File: config.mk
export PLATFORM = sky130hd
export DESIGN_NAME = compass_vector_conditioner
export DESIGN_NICKNAME = d
export VERILOG_FILES = /design/src/rtl/cvc_pkg.sv /design/src/rtl/compass_vector_conditioner.sv /design/src/rtl/cvc_scale.sv /design/src/rtl/cvc_condition.sv /design/src/rtl/cvc_filter.sv /design/src/rtl/cvc_locate.sv
export SDC_FILE = /design/constraint.sdc
export NUM_CORES = 2
export LEC_CHECK = 0
export CAP_MARGIN = 15
export CORE_ASPECT_RATIO = 1.1
export CORE_UTILIZATION = 55
export DETAILED_ROUTE_END_ITERATION = 12
export DONT_BUFFER_PORTS = 1
export PLACE_DENSITY = 0.8
export SETUP_SLACK_MARGIN = 0.15
export SKIP_CTS_REPAIR_TIMING = 1
export SLEW_MARGIN = 25
export SYNTH_ARGS = -nofsm -noshare
export SYNTH_HDL_FRONTEND = slang
export SYNTH_HIERARCHICAL = 1
export SYNTH_SLANG_ARGS = --single-unit
File: constraint.sdc
create_clock -name clk -period 26.2 [get_ports clk]
set_input_delay 1.31 -clock clk [delete_from_list [all_inputs] [get_ports clk]]
set_output_delay 1.31 -clock clk [all_outputs]
set_load 0.01 [all_outputs]
File: src/rtl/cvc_pkg.sv
// Shared constants, derived widths and the stage word type of the compass vector conditioner.
// Depends on nothing; every other file of the block imports it.
`default_nettype none

package cvc_pkg;

  // Block configuration.
  localparam int SCREEN_HEIGHT = 128;
  localparam int CAL_ROUNDS    = 1;

  // Fixed field constants.
  localparam int RAW_W       = 16;
  localparam int FIELD_W     = 10;
  localparam int MAG_W       = 19;
  localparam int OUT_POS_W   = 8;
  localparam int FIELD_MAX   = 450;
  localparam int RANGE_LIMIT = FIELD_MAX * FIELD_MAX;
  localparam int GLYPH_DX    = 6;
  localparam int GLYPH_DY    = 12;

  // Calibration: running sums over CAL_SAMPLES words, mean by reciprocal multiply.
  // The sum magnitude is first shifted down by three (the factor eight), then
  // divided by CAL_ROUNDS with an exact rounded-up reciprocal.
  localparam int CAL_SAMPLES = 8 * CAL_ROUNDS;
  localparam int CNT_W       = $clog2(CAL_SAMPLES);
  localparam int SUM_W       = RAW_W + CNT_W;
  localparam int CAL_A_W     = SUM_W - 3;
  localparam int CAL_SHIFT   = CAL_A_W + $clog2(CAL_ROUNDS);
  localparam int CAL_M_W     = CAL_A_W + 1;
  localparam int CAL_P_W     = CAL_A_W + CAL_M_W;
  localparam longint unsigned CAL_RECIP =
    ((64'd1 << CAL_SHIFT) + CAL_ROUNDS - 1) / CAL_ROUNDS;

  // Scaling by SCALE_NUM / SCALE_DEN, truncated, as magnitude times reciprocal.
  localparam int SCALE_NUM   = 1024;
  localparam int SCALE_DEN   = 7004;
  localparam int SCALE_SHIFT = RAW_W + $clog2(SCALE_NUM) + $clog2(SCALE_DEN);
  localparam int SCALE_M_W   = SCALE_SHIFT - $clog2(SCALE_DEN) + 1;
  localparam int SCALE_POST  = SCALE_SHIFT - $clog2(SCALE_NUM);
  localparam int SCALE_P_W   = RAW_W + SCALE_M_W;
  localparam int SCALE_Q_W   = RAW_W + $clog2(SCALE_NUM) - $clog2(SCALE_DEN) + 1;
  localparam longint unsigned SCALE_RECIP =
    ((64'd1 << SCALE_SHIFT) + SCALE_DEN - 1) / SCALE_DEN;

  // Screen mapping: (offset field) * (SCREEN_HEIGHT - 1) / (2 * FIELD_MAX).
  localparam int POS_DEN   = 2 * FIELD_MAX;
  localparam int SPAN_W    = $clog2(POS_DEN + 1);
  localparam int POS_Q_W   = $clog2(SCREEN_HEIGHT);
  localparam int POS_W     = POS_Q_W + 1;
  localparam int NUM_W     = SPAN_W + POS_Q_W;
  localparam int POS_SHIFT = NUM_W + $clog2(POS_DEN);
  localparam int POS_M_W   = POS_SHIFT - $clog2(POS_DEN) + 1;
  localparam int POS_P_W   = NUM_W + POS_M_W;
  localparam longint unsigned POS_RECIP =
    ((64'd1 << POS_SHIFT) + POS_DEN - 1) / POS_DEN;

  // One vector word moving between pipeline stages.
  typedef struct packed {
    logic                      valid;
    logic signed [FIELD_W-1:0] x;
    logic signed [FIELD_W-1:0] y;
  } vec_t;

endpackage

`default_nettype wire

File: src/rtl/compass_vector_conditioner.sv
// Top level of the compass vector conditioner: input register, stage load control, assertions.
// Depends on cvc_pkg and instantiates cvc_condition, cvc_filter and cvc_locate.
//
//   Channel   Direction  Handshake                     Payload
//   sample    in         sample_valid / sample_stall   kind, raw_x, raw_y
//   result    out        result_valid / result_stall   filt_x, filt_y, mag_squared,
//                                                       pos_x, pos_y, old_x, old_y,
//                                                       in_range, redraw
//
// The block is a five-register pipeline: input register, conditioning, filter, mapping
// and result register. An accepted word passes through them in that order; one word is
// taken each cycle while result_stall is low; each multiplication is followed by a register,
// which sets the depth. Calibration words update the offsets in the conditioning stage
// and produce no result. Reset clears all valid bits, offsets, calibration progress,
// filter history and the last drawn position. When result_stall holds the result
// register, empty stages upstream still fill, and sample_stall rises only once every
// stage holds a word.
`default_nettype none

module compass_vector_conditioner
  import cvc_pkg::*;
(
  input  logic                        clk,
  input  logic                        rst,
  input  logic                        sample_valid,
  output logic                        sample_stall,
  input  logic                        kind,
  input  logic signed [RAW_W-1:0]     raw_x,
  input  logic signed [RAW_W-1:0]     raw_y,
  output logic                        result_valid,
  input  logic                        result_stall,
  output logic signed [FIELD_W-1:0]   filt_x,
  output logic signed [FIELD_W-1:0]   filt_y,
  output logic [MAG_W-1:0]            mag_squared,
  output logic signed [OUT_POS_W-1:0] pos_x,
  output logic signed [OUT_POS_W-1:0] pos_y,
  output logic signed [OUT_POS_W-1:0] old_x,
  output logic signed [OUT_POS_W-1:0] old_y,
  output logic                        in_range,
  output logic                        redraw
);

  // Input register.
  logic                    in_valid;
  logic                    in_kind;
  logic signed [RAW_W-1:0] in_raw_x;
  logic signed [RAW_W-1:0] in_raw_y;

  // Stage words and valid bits.
  vec_t cond_vec;
  vec_t filt_vec;
  logic map_valid;

  // A stage loads when it is empty or when the stage after it loads in the same cycle.
  logic ld_in;
  logic ld_cond;
  logic ld_filt;
  logic ld_map;
  logic ld_out;

  assign ld_out  = !result_valid || !result_stall;
  assign ld_map  = !map_valid || ld_out;
  assign ld_filt = !filt_vec.valid || ld_map;
  assign ld_cond = !cond_vec.valid || ld_filt;
  assign ld_in   = !in_valid || ld_cond;

  assign sample_stall = !ld_in;

  always_ff @(posedge clk) begin
    if (rst) begin
      in_valid <= 1'b0;
    end else if (ld_in) begin
      in_valid <= sample_valid;
    end
  end

  always_ff @(posedge clk) begin
    if (ld_in && sample_valid) begin
      in_kind  <= kind;
      in_raw_x <= raw_x;
      in_raw_y <= raw_y;
    end
  end

  cvc_condition u_condition (
    .clk     (clk),
    .rst     (rst),
    .ld      (ld_cond),
    .in_valid(in_valid),
    .kind    (in_kind),
    .raw_x   (in_raw_x),
    .raw_y   (in_raw_y),
    .out_vec (cond_vec)
  );

  cvc_filter u_filter (
    .clk    (clk),
    .rst    (rst),
    .ld     (ld_filt),
    .in_vec (cond_vec),
    .out_vec(filt_vec)
  );

  cvc_locate u_locate (
    .clk         (clk),
    .rst         (rst),
    .ld_map      (ld_map),
    .ld_out      (ld_out),
    .in_vec      (filt_vec),
    .map_valid   (map_valid),
    .result_valid(result_valid),
    .filt_x      (filt_x),
    .filt_y      (filt_y),
    .mag_squared (mag_squared),
    .pos_x       (pos_x),
    .pos_y       (pos_y),
    .old_x       (old_x),
    .old_y       (old_y),
    .in_range    (in_range),
    .redraw      (redraw)
  );

`ifndef SYNTH
  // A redraw is only ever flagged for a vector inside the circle.
  a_redraw_needs_range: assert property (@(posedge clk) disable iff (rst)
    result_valid && redraw |-> in_range)
    else $error("redraw flagged for an out-of-range vector");

  // The range flag agrees with the delivered squared magnitude.
  a_range_matches_mag: assert property (@(posedge clk) disable iff (rst)
    result_valid |-> (in_range == (mag_squared < MAG_W'(RANGE_LIMIT))))
    else $error("range flag disagrees with squared magnitude");

  // Filtered fields stay within the saturation bounds.
  a_filt_bounded: assert property (@(posedge clk) disable iff (rst)
    result_valid |-> (filt_x <= FIELD_W'(FIELD_MAX)) && (filt_x >= -FIELD_W'(FIELD_MAX)) &&
                     (filt_y <= FIELD_W'(FIELD_MAX)) && (filt_y >= -FIELD_W'(FIELD_MAX)))
    else $error("filtered field outside saturation bounds");

  // With the result side free, every stage drains and the sample side is never held.
  a_free_output_free_input: assert property (@(posedge clk) disable iff (rst)
    !result_stall |-> !sample_stall)
    else $error("sample side stalled while the result side is free");

  // After a delivered redraw, the next delivered word erases the position just drawn.
  a_old_follows_redraw: assert property (@(posedge clk) disable iff (rst)
    result_valid && !result_stall && redraw ##1 result_valid |->
      (old_x == $past(pos_x)) && (old_y == $past(pos_y)))
    else $error("erase position does not match the last drawn position");
`endif

endmodule

`default_nettype wire

File: src/rtl/cvc_scale.sv
// Scales one offset-corrected axis by 1024/7004 toward zero and saturates it to +-450.
// Depends on cvc_pkg for the reciprocal constant and widths.
`default_nettype none

module cvc_scale
  import cvc_pkg::*;
(
  input  logic signed [RAW_W-1:0]   diff,
  output logic signed [FIELD_W-1:0] field
);

  logic [RAW_W-1:0]     mag;
  logic [SCALE_P_W-1:0] prod;
  logic [SCALE_Q_W-1:0] quot;
  logic [FIELD_W-1:0]   sat;

  // The most negative input wraps to its own pattern, which reads correctly as unsigned.
  assign mag  = diff[RAW_W-1] ? RAW_W'(-diff) : RAW_W'(diff);
  assign prod = SCALE_P_W'(mag) * SCALE_P_W'(SCALE_RECIP);
  assign quot = SCALE_Q_W'(prod >> SCALE_POST);
  assign sat  = (quot > SCALE_Q_W'(FIELD_MAX)) ? FIELD_W'(FIELD_MAX) : FIELD_W'(quot);

  assign field = diff[RAW_W-1] ? -$signed(sat) : $signed(sat);

endmodule

`default_nettype wire

File: src/rtl/cvc_condition.sv
// First stage: calibration sums and offsets, offset removal and scaling of measurement words.
// Depends on cvc_pkg and instantiates cvc_scale for each axis.
`default_nettype none

module cvc_condition
  import cvc_pkg::*;
(
  input  logic                    clk,
  input  logic                    rst,
  input  logic                    ld,
  input  logic                    in_valid,
  input  logic                    kind,
  input  logic signed [RAW_W-1:0] raw_x,
  input  logic signed [RAW_W-1:0] raw_y,
  output vec_t                    out_vec
);

  logic signed [RAW_W-1:0]   offset_x;
  logic signed [RAW_W-1:0]   offset_y;
  logic [CNT_W-1:0]          cal_count;
  logic signed [SUM_W-1:0]   cal_sum_x;
  logic signed [SUM_W-1:0]   cal_sum_y;
  logic signed [SUM_W-1:0]   cal_sum_x_next;
  logic signed [SUM_W-1:0]   cal_sum_y_next;
  logic                      cal_done;
  logic signed [RAW_W-1:0]   diff_x;
  logic signed [RAW_W-1:0]   diff_y;
  logic signed [FIELD_W-1:0] scaled_x;
  logic signed [FIELD_W-1:0] scaled_y;

  // Mean of a finished sum, truncated toward zero and wrapped to the raw width.
  function automatic logic signed [RAW_W-1:0] cal_mean(input logic signed [SUM_W-1:0] sum);
    logic [SUM_W-1:0]   mag;
    logic [CAL_A_W-1:0] a;
    logic [CAL_P_W-1:0] prod;
    logic [RAW_W-1:0]   q;
    mag      = sum[SUM_W-1] ? SUM_W'(-sum) : SUM_W'(sum);
    a        = mag[SUM_W-1:3];
    prod     = CAL_P_W'(a) * CAL_P_W'(CAL_RECIP);
    q        = RAW_W'(prod >> CAL_SHIFT);
    cal_mean = sum[SUM_W-1] ? $signed(-q) : $signed(q);
  endfunction

  assign cal_sum_x_next = cal_sum_x + SUM_W'(raw_x);
  assign cal_sum_y_next = cal_sum_y + SUM_W'(raw_y);
  assign cal_done       = (cal_count == CNT_W'(CAL_SAMPLES - 1));

  assign diff_x = raw_x - offset_x;
  assign diff_y = raw_y - offset_y;

  cvc_scale u_scale_x (.diff(diff_x), .field(scaled_x));
  cvc_scale u_scale_y (.diff(diff_y), .field(scaled_y));

  always_ff @(posedge clk) begin
    if (rst) begin
      out_vec.valid <= 1'b0;
      offset_x      <= '0;
      offset_y      <= '0;
      cal_count     <= '0;
      cal_sum_x     <= '0;
      cal_sum_y     <= '0;
    end else if (ld) begin
      out_vec.valid <= in_valid && !kind;
      if (in_valid && kind) begin
        if (cal_done) begin
          offset_x  <= cal_mean(cal_sum_x_next);
          offset_y  <= cal_mean(cal_sum_y_next);
          cal_count <= '0;
          cal_sum_x <= '0;
          cal_sum_y <= '0;
        end else begin
          cal_count <= cal_count + CNT_W'(1);
          cal_sum_x <= cal_sum_x_next;
          cal_sum_y <= cal_sum_y_next;
        end
      end
    end
  end

  always_ff @(posedge clk) begin
    if (ld && in_valid && !kind) begin
      out_vec.x <= scaled_x;
      out_vec.y <= scaled_y;
    end
  end

endmodule

`default_nettype wire

File: src/rtl/cvc_filter.sv
// Second stage: 1-2-1 smoothing filter over the last three scaled vectors, divided by four.
// Depends on cvc_pkg for the vector word type.
`default_nettype none

module cvc_filter
  import cvc_pkg::*;
(
  input  logic clk,
  input  logic rst,
  input  logic ld,
  input  vec_t in_vec,
  output vec_t out_vec
);

  logic signed [FIELD_W-1:0] hist_x1;
  logic signed [FIELD_W-1:0] hist_x2;
  logic signed [FIELD_W-1:0] hist_y1;
  logic signed [FIELD_W-1:0] hist_y2;

  // The sum spans +-1800; a negative sum is biased by three so the shift truncates toward zero.
  function automatic logic signed [FIELD_W-1:0] fir121(input logic signed [FIELD_W-1:0] h2,
                                                       input logic signed [FIELD_W-1:0] h1,
                                                       input logic signed [FIELD_W-1:0] s);
    logic signed [FIELD_W+1:0] acc;
    logic signed [FIELD_W+1:0] adj;
    acc    = (FIELD_W+2)'(h2) + ((FIELD_W+2)'(h1) <<< 1) + (FIELD_W+2)'(s);
    adj    = acc[FIELD_W+1] ? acc + (FIELD_W+2)'(3) : acc;
    fir121 = FIELD_W'(adj >>> 2);
  endfunction

  always_ff @(posedge clk) begin
    if (rst) begin
      out_vec.valid <= 1'b0;
      hist_x1       <= '0;
      hist_x2       <= '0;
      hist_y1       <= '0;
      hist_y2       <= '0;
    end else if (ld) begin
      out_vec.valid <= in_vec.valid;
      if (in_vec.valid) begin
        hist_x2 <= hist_x1;
        hist_x1 <= in_vec.x;
        hist_y2 <= hist_y1;
        hist_y1 <= in_vec.y;
      end
    end
  end

  always_ff @(posedge clk) begin
    if (ld && in_vec.valid) begin
      out_vec.x <= fir121(hist_x2, hist_x1, in_vec.x);
      out_vec.y <= fir121(hist_y2, hist_y1, in_vec.y);
    end
  end

endmodule

`default_nettype wire

File: src/rtl/cvc_locate.sv
// Third and fourth stages: squared magnitude, screen position, range check and redraw flag.
// Depends on cvc_pkg; holds the last drawn position and drives the result register.
`default_nettype none

module cvc_locate
  import cvc_pkg::*;
(
  input  logic                        clk,
  input  logic                        rst,
  input  logic                        ld_map,
  input  logic                        ld_out,
  input  vec_t                        in_vec,
  output logic                        map_valid,
  output logic                        result_valid,
  output logic signed [FIELD_W-1:0]   filt_x,
  output logic signed [FIELD_W-1:0]   filt_y,
  output logic [MAG_W-1:0]            mag_squared,
  output logic signed [OUT_POS_W-1:0] pos_x,
  output logic signed [OUT_POS_W-1:0] pos_y,
  output logic signed [OUT_POS_W-1:0] old_x,
  output logic signed [OUT_POS_W-1:0] old_y,
  output logic                        in_range,
  output logic                        redraw
);

  // Map stage signals.
  logic signed [FIELD_W:0]     span_x;
  logic signed [FIELD_W:0]     span_y;
  logic signed [2*FIELD_W-1:0] sq_x;
  logic signed [2*FIELD_W-1:0] sq_y;
  logic signed [FIELD_W-1:0]   fx;
  logic signed [FIELD_W-1:0]   fy;
  logic [MAG_W-1:0]            mag;
  logic [NUM_W-1:0]            num_x;
  logic [NUM_W-1:0]            num_y;

  // Output stage signals.
  logic [POS_P_W-1:0]          prod_x;
  logic [POS_P_W-1:0]          prod_y;
  logic [POS_Q_W-1:0]          quot_x;
  logic [POS_Q_W-1:0]          quot_y;
  logic signed [POS_W-1:0]     px_next;
  logic signed [POS_W-1:0]     py_next;
  logic signed [POS_W-1:0]     last_pos_x;
  logic signed [POS_W-1:0]     last_pos_y;
  logic                        in_range_next;
  logic                        redraw_next;

  // Both spans are in 0..900, so the numerators are nonnegative.
  assign span_x = (FIELD_W+1)'(in_vec.x) + (FIELD_W+1)'(FIELD_MAX);
  assign span_y = (FIELD_W+1)'(FIELD_MAX) - (FIELD_W+1)'(in_vec.y);
  assign sq_x   = (2*FIELD_W)'(in_vec.x) * (2*FIELD_W)'(in_vec.x);
  assign sq_y   = (2*FIELD_W)'(in_vec.y) * (2*FIELD_W)'(in_vec.y);

  always_ff @(posedge clk) begin
    if (rst) begin
      map_valid <= 1'b0;
    end else if (ld_map) begin
      map_valid <= in_vec.valid;
    end
  end

  always_ff @(posedge clk) begin
    if (ld_map && in_vec.valid) begin
      fx    <= in_vec.x;
      fy    <= in_vec.y;
      mag   <= sq_x[MAG_W-1:0] + sq_y[MAG_W-1:0];
      num_x <= NUM_W'(span_x[SPAN_W-1:0]) * NUM_W'(SCREEN_HEIGHT - 1);
      num_y <= NUM_W'(span_y[SPAN_W-1:0]) * NUM_W'(SCREEN_HEIGHT - 1);
    end
  end

  assign prod_x  = POS_P_W'(num_x) * POS_P_W'(POS_RECIP);
  assign prod_y  = POS_P_W'(num_y) * POS_P_W'(POS_RECIP);
  assign quot_x  = POS_Q_W'(prod_x >> POS_SHIFT);
  assign quot_y  = POS_Q_W'(prod_y >> POS_SHIFT);
  assign px_next = $signed({1'b0, quot_x}) - POS_W'(GLYPH_DX);
  assign py_next = $signed({1'b0, quot_y}) - POS_W'(GLYPH_DY);

  assign in_range_next = (mag < MAG_W'(RANGE_LIMIT));
  assign redraw_next   = in_range_next && ((px_next != last_pos_x) || (py_next != last_pos_y));

  always_ff @(posedge clk) begin
    if (rst) begin
      result_valid <= 1'b0;
      last_pos_x   <= '0;
      last_pos_y   <= '0;
    end else if (ld_out) begin
      result_valid <= map_valid;
      if (map_valid && redraw_next) begin
        last_pos_x <= px_next;
        last_pos_y <= py_next;
      end
    end
  end

  always_ff @(posedge clk) begin
    if (ld_out && map_valid) begin
      filt_x      <= fx;
      filt_y      <= fy;
      mag_squared <= mag;
      pos_x       <= OUT_POS_W'(px_next);
      pos_y       <= OUT_POS_W'(py_next);
      old_x       <= OUT_POS_W'(last_pos_x);
      old_y       <= OUT_POS_W'(last_pos_y);
      in_range    <= in_range_next;
      redraw      <= redraw_next;
    end
  end

endmodule

`default_nettype wire
== After elaboration in Yosys (flattened, before gate mapping) ==
Cells that the tools add are included.

* Output and inout bits: 75
* Register bits: 353
* Word-level logic and storage cells: 120
* Input bits: 37

* Equality and inequality tests: 3
* $mul: 8
* Muxes and demuxes: 15
* Reductions and logical operators: 28
* $lt $le $gt $ge: 3
* Add/sub/neg operators: 24

{| class="wikitable"
|+ Operators with widths
! kind !! number
|-
| multiplier 16 x 27 -> 43 bit, second input constant || 2
|-
| 2-to-1 mux 19 bit || 4
|-
| multiplier 17 x 18 -> 34 bit, second input constant || 2
|-
| 2-to-1 mux 16 bit || 4
|-
| negation 16 bit || 4
|-
| 2-to-1 mux 10 bit || 4
|-
| adder 19 x 16 -> 19 bit || 2
|-
| multiplier 10 x 10 -> 19 bit || 2
|-
| negation 19 bit || 2
|-
| multiplier 10 x 7 -> 17 bit, second input constant || 2
|-
| subtractor 16 bit || 2
|-
| greater-than comparator 14 x 9 -> 1 bit, second input constant || 2
|-
| adder 10 x 11 -> 12 bit || 2
|-
| adder 12 x 10 -> 12 bit || 2
|-
| adder 12 x 3 -> 12 bit, second input constant || 2
|-
| 2-to-1 mux 11 bit || 2
|-
| negation 10 bit || 2
|-
| adder 19 bit || 1
|-
| < comparator 19 x 18 -> 1 bit, second input constant || 1
|-
| != test 8 bit || 2
|-
| adder 10 bit, second input constant || 1
|-
| logical AND 1 bit || 10
|-
| subtractor 10 bit, first input constant || 1
|-
| zero test 1 bit || 8
|-
| 8 further kinds || 15
|}

== Logic depth before layout (Yosys ltp) ==
* Word-level depth: 8
* Mapped depth: 45
* Depth with buffers taken out: 44

== Hierarchy ==
The synthesis kept the hierarchy.

{| class="wikitable"
|+ Modules (own cells, without submodules)
! module !! times used !! cells each !! area each (um^2) !! seq. area each (um^2)
|-
| cvc_locate || 1 || 2352 || 24908.9 || 4684.5
|-
| cvc_scale || 2 || 844 || 7384.6 || 0.0
|-
| cvc_condition || 1 || 954 || 7546.0 || 2082.0
|-
| cvc_filter || 1 || 439 || 3983.8 || 1421.4
|-
| compass_vector_conditioner || 1 || 44 || 1084.8 || 1011.0
|}

== Worst setup path after synthesis ==
OpenSTA, ideal clock, no wires.

* Path kind: reg2reg
* Start point: register in_raw_x[1]
* End point: register u_condition/out_vec[18] in the netlist's numbering, data pin
* Cell stages (with the launch flop): 42
* Path buffers: 2
* Required time: 26046 ps
* Clock period less this slack: 10184 ps
* Setup time: 154 ps
* Data arrival time: 10030 ps
* Path slack: 16016 ps
* Cells stage by stage: edfxtp_1 -> ha_1 -> nor2b_1 -> o21ai_0 -> a21boi_0 -> o21ai_0 -> a21boi_0 -> o21ai_0 -> a21oi_1 -> o41ai_1 -> o2111ai_1 -> a21oi_1 -> xnor2_1 -> buf_2 -> buf_1 -> nand2_1 -> xnor2_1 -> ha_1 -> [... 6 more ...] -> inv_1 -> fa_1 -> inv_1 -> ha_1 -> nand4_1 -> or4_4 -> nor3b_2 -> a22oi_1 -> and3_1 -> o211ai_1 -> a211oi_2 -> a2111o_1 -> nor2b_4 -> and2_1 -> ha_1 -> nand4_1 -> mux2_1 -> o22ai_1

* Longest elaborated chain between the ends: 8

{| class="wikitable"
|+ RTL lines
! element !! RTL line !! source
|-
| from (decl) || compass_vector_conditioner.sv:46 || <nowiki>logic signed [RAW_W-1:0] in_raw_x;</nowiki>
|-
| from (signal assigned) || compass_vector_conditioner.sv:80 || <nowiki>in_raw_x <= raw_x;</nowiki>
|-
| subtractor 16 bit (*) || cvc_condition.sv:48 || <nowiki>assign diff_x = raw_x - offset_x;</nowiki>
|-
| net u_condition.diff_x[15] || cvc_condition.sv:26 || <nowiki>logic signed [RAW_W-1:0] diff_x;</nowiki>
|-
| negation 16 bit || cvc_scale.sv:18 || <nowiki>assign mag = diff[RAW_W-1] ? RAW_W'(-diff) : RAW_W'(diff);</nowiki>
|-
| 2-to-1 mux 16 bit || cvc_scale.sv:18 ||
|-
| multiplier 16 x 27 -> 43 bit || cvc_scale.sv:19 || <nowiki>assign prod = SCALE_P_W'(mag) * SCALE_P_W'(SCALE_RECIP);</nowiki>
|-
| greater-than comparator 14 x 9 -> 1 bit || cvc_scale.sv:21 || <nowiki>assign sat = (quot > SCALE_Q_W'(FIELD_MAX)) ? FIELD_W'(FIELD_MAX) : FIELD_W'(quot);</nowiki>
|-
| 2-to-1 mux 10 bit || cvc_scale.sv:21 ||
|-
| negation 10 bit || cvc_scale.sv:23 || <nowiki>assign field = diff[RAW_W-1] ? -$signed(sat) : $signed(sat);</nowiki>
|-
| 2-to-1 mux 10 bit (*) || cvc_scale.sv:23 ||
|-
| net u_condition.scaled_x[8] || cvc_condition.sv:28 || <nowiki>logic signed [FIELD_W-1:0] scaled_x;</nowiki>
|-
| to (decl) || cvc_condition.sv:15 || <nowiki>output vec_t out_vec</nowiki>
|}

The timed path passes the listed nets; every way through them passes the cells marked *.
A chain may end at the register's enable or synchronous reset.

== Final worst setup path ==
* Start point: register in_raw_y[1]
* End point: register u_condition/out_vec[4] in the netlist's numbering, data pin

* Longest elaborated chain between the ends: 8

{| class="wikitable"
|+ RTL lines
! element !! RTL line !! source
|-
| from (decl) || compass_vector_conditioner.sv:47 || <nowiki>logic signed [RAW_W-1:0] in_raw_y;</nowiki>
|-
| from (signal assigned) || compass_vector_conditioner.sv:81 || <nowiki>in_raw_y <= raw_y;</nowiki>
|-
| subtractor 16 bit (*) || cvc_condition.sv:49 || <nowiki>assign diff_y = raw_y - offset_y;</nowiki>
|-
| net u_condition.diff_y[15] || cvc_condition.sv:27 || <nowiki>logic signed [RAW_W-1:0] diff_y;</nowiki>
|-
| negation 16 bit || cvc_scale.sv:18 ||
|-
| 2-to-1 mux 16 bit || cvc_scale.sv:18 ||
|-
| multiplier 16 x 27 -> 43 bit || cvc_scale.sv:19 ||
|-
| greater-than comparator 14 x 9 -> 1 bit || cvc_scale.sv:21 ||
|-
| 2-to-1 mux 10 bit || cvc_scale.sv:21 ||
|-
| negation 10 bit || cvc_scale.sv:23 ||
|-
| 2-to-1 mux 10 bit (*) || cvc_scale.sv:23 ||
|-
| net u_condition.scaled_y[4] || cvc_condition.sv:29 || <nowiki>logic signed [FIELD_W-1:0] scaled_y;</nowiki>
|}

Marked as above.

==> impl_results.md <==
* RSZ-0062 raised after global routing: false
* Post-layout net count at 6,963
* Max-Cap Viols at 0
* Fillers at 7,934
* Fin. max-slew vios at 0
* Rel. slew slack at 32.1%
* Syn Nets at 7,011
* Latest clock arrival within the worst-skew pair at 0.61 ns
* First-pass DRT Iterations at 5
* FMAX at 85.9 MHz
* Leading area contributor after synthesis: fa_1
* Post-detailed-routing wire length at 122,000 um
* Yosys cell types at 117
* Largest net degree at the start of global routing at 124
* Post-synthesis sequential area ratio at 17.6%
* I/O Buffers at 0
* Multi-input logic area at 38,600 sq um
* YS warnings at 6
* First-pass GRT wire length at 199,000 um
* Worst clock skew at 0.0468 ns
* Crit path capture type: register
* Sequential cell area at 9200 sq um
* I/O pins at 112
* CTS Buf Count at 42
* Die H at 325 um
* CTS tree: done
* Vias post-DR at 38,300
* Mean post-synth cell area at 9.55 sq um
* Tcrit/Tclk final at 44.4%
* Share of layout cells above drive strength 1 at 3.26%
* Async SR Flop Fraction at 0%
* Yosys top cell area share at 24.2%
* CP Max Fanout at 25
* Period minus WS final at 11.64 ns
* H-tree Lvls at 2
* Sum of negative setup slack at 0 ns
* Dpl hpwl at 101,000 um
* Status: complete, no violations
* Reg2Reg Setup Slack at 14.56 ns
* Number of synthesized flops with an enable pin at 217
* Worst hold path type: register to register
* Vias in the first global route at 39,900
* Post-DRT Antenna Nets at 0
* Critical path's slowest cell: xnor2_1
* Fin. Hold Viols at 0
* Area grow syn2layout at 5.09%
* Seq cells post-synth at 351
* Overflow after GRT at 0
* Most used DFF post-synth: edfxtp_1
* Die ar. at 96,300 sq um
* Initial antenna violation count at 2
* Site row count at 118
* Wire per inst at 18.1 um
* Synth top area cells: fa_1, ha_1, edfxtp_1
* Crit Path Class: register to register
* DRC at 0
* Final GP Congestion at 0.989
* Req. time, crit path at 26.52 ns
* Top cells by count, synth: inv_1, ha_1, fa_1
* Setup violators final at 0
* Slowest cell delay on critical path at 0.74 ns
* Root Driver: clkbuf_16
* GR Util All Layers at 25.7%
* Post-Synthesis Cell Area at 52,300 sq um
* Core ar. at 94,200 sq um
* Die width at 296 um
* Clock sinks at 351
* CTS max path bufs at 3
* Initial Util at 55.5%
* Clock-pin slew on the worst setup and hold paths at 0.06 ns
* Iter 0 DRT Violations at 1,997
* Synthesized instance count at 5,477
* Most frequent cell after synthesis: inv_1
* Worst-Margin Slew at 1.02 ns
* Critical Path Source Type: register
* Via density at 5.69
* Crit path DAT at 11.95 ns
-- cell families after synthesis --
group | after synthesis | synth area share [%]
adders and majority gates | 1497 | 44.9
xor gates and xnor gates | 281 | 4.88
muxes | 22 | 0.431
other | 4 | 0.0287
buffers and inverters | 1203 | 8.75
DFF | 351 | 17.6
AOI/OAI and AO/OA | 948 | 12.1
and+or+nand+nor | 1171 | 11.3
-- sequential cells by signal, indices dropped and copies added, names as in the netlist, 16 cells and up --
| signal | flops |
|---|---|
| u_condition/offset_x | 16 |
| u_locate/num_y | 16 |
| u_condition/cal_sum_x | 19 |
| u_filter/out_vec | 21 |
| in_raw_x | 16 |
| u_locate/mag | 19 |
| u_condition/cal_sum_y | 19 |
| in_raw_y | 16 |
| u_locate/mag_squared | 19 |
| u_condition/out_vec | 21 |
| u_locate/num_x | 16 |
| u_condition/offset_y | 16 |
-- critical path: cells and delay by family, from the launching register on --
kind | cells | cell delay, ns
compound gates | 18 | 4.43
xor+xnor | 2 | 0.87
fa+ha+maj | 9 | 3.73
buf+inv | 6 | 0.61
flops | 1 | 0.47
simple gates | 6 | 1.23
-- per-layer routing --
layer	vias up	wire, um	part of all wire (%)	GRT usage, %
li1	18300	-	-	-
met5	-	27	0.022	0
met4	4	5290	4.3	10.4
met1	18700	49000	40	30.3
met3	303	5170	4.2	3.02
met2	971	62200	51	46.8
-- stage by stage --
| step | hold WS [ns] | setup WS [ns] | cell area [sq um] | util [%] | instances |
|---|---|---|---|---|---|
| detailed placement | 0.406 | 14.67 | 53500 | 56.8 | 6645 |
| CTS | 0.415 | 14.61 | 54900 | 58.3 | 6722 |
| finish | 0.415 | 14.56 | 55000 | 58.3 | 6724 |
| floorplan | 0.400 | 16.02 | 52300 | - | 5477 |
| global route | 0.421 | 13.79 | 55000 | 58.3 | 6722 |
| global placement | 0.400 | 14.83 | 53500 | 56.8 | 6645 |
-- cell usage in the layout, fill, tap and decap left out, drive strengths merged, types with 30 or more instances in the layout --
cell type,n
nand2b,32
a21oi,289
nor3,73
ha,866
nand3,85
xnor2,208
nor4,30
clkbuf,54
xor2,67
o21a,34
nor2,271
o21ai,203
inv,1097
edfxtp,217
and3,39
a21o,59
nor2b,41
a211oi,45
a22oi,39
fa,631
or3,34
nand4,39
dfxtp,134
and2,81
nand2,353
-- area by class of cell --
class	count	area share, %
multi-input cells	3923	70.2
flip-flops and latches	351	16.7
inverters	1100	7.52
well taps	1260	2.87
clock buffers	54	2.11
clock inverters	23	0.439
repair buffers	11	0.150
diodes	2	0.00911
-- worst paths after layout --
| path | start | endpoint | depth (start not counted) |
|---|---|---|---|
| setup / recovery | in_raw_y[1] | u_condition/out_vec[4] | 41 |
| hold / removal | u_locate/fx[8] | u_locate/filt_x[8] | 0 |
| setup reg to reg | in_raw_y[1] | u_condition/out_vec[4] | 41 |
| hold reg to reg | u_locate/fx[8] | u_locate/filt_x[8] | 0 |
Power is not shown: default switching activity piles up to over one toggle a cycle in this logic, so the estimate is an artifact.
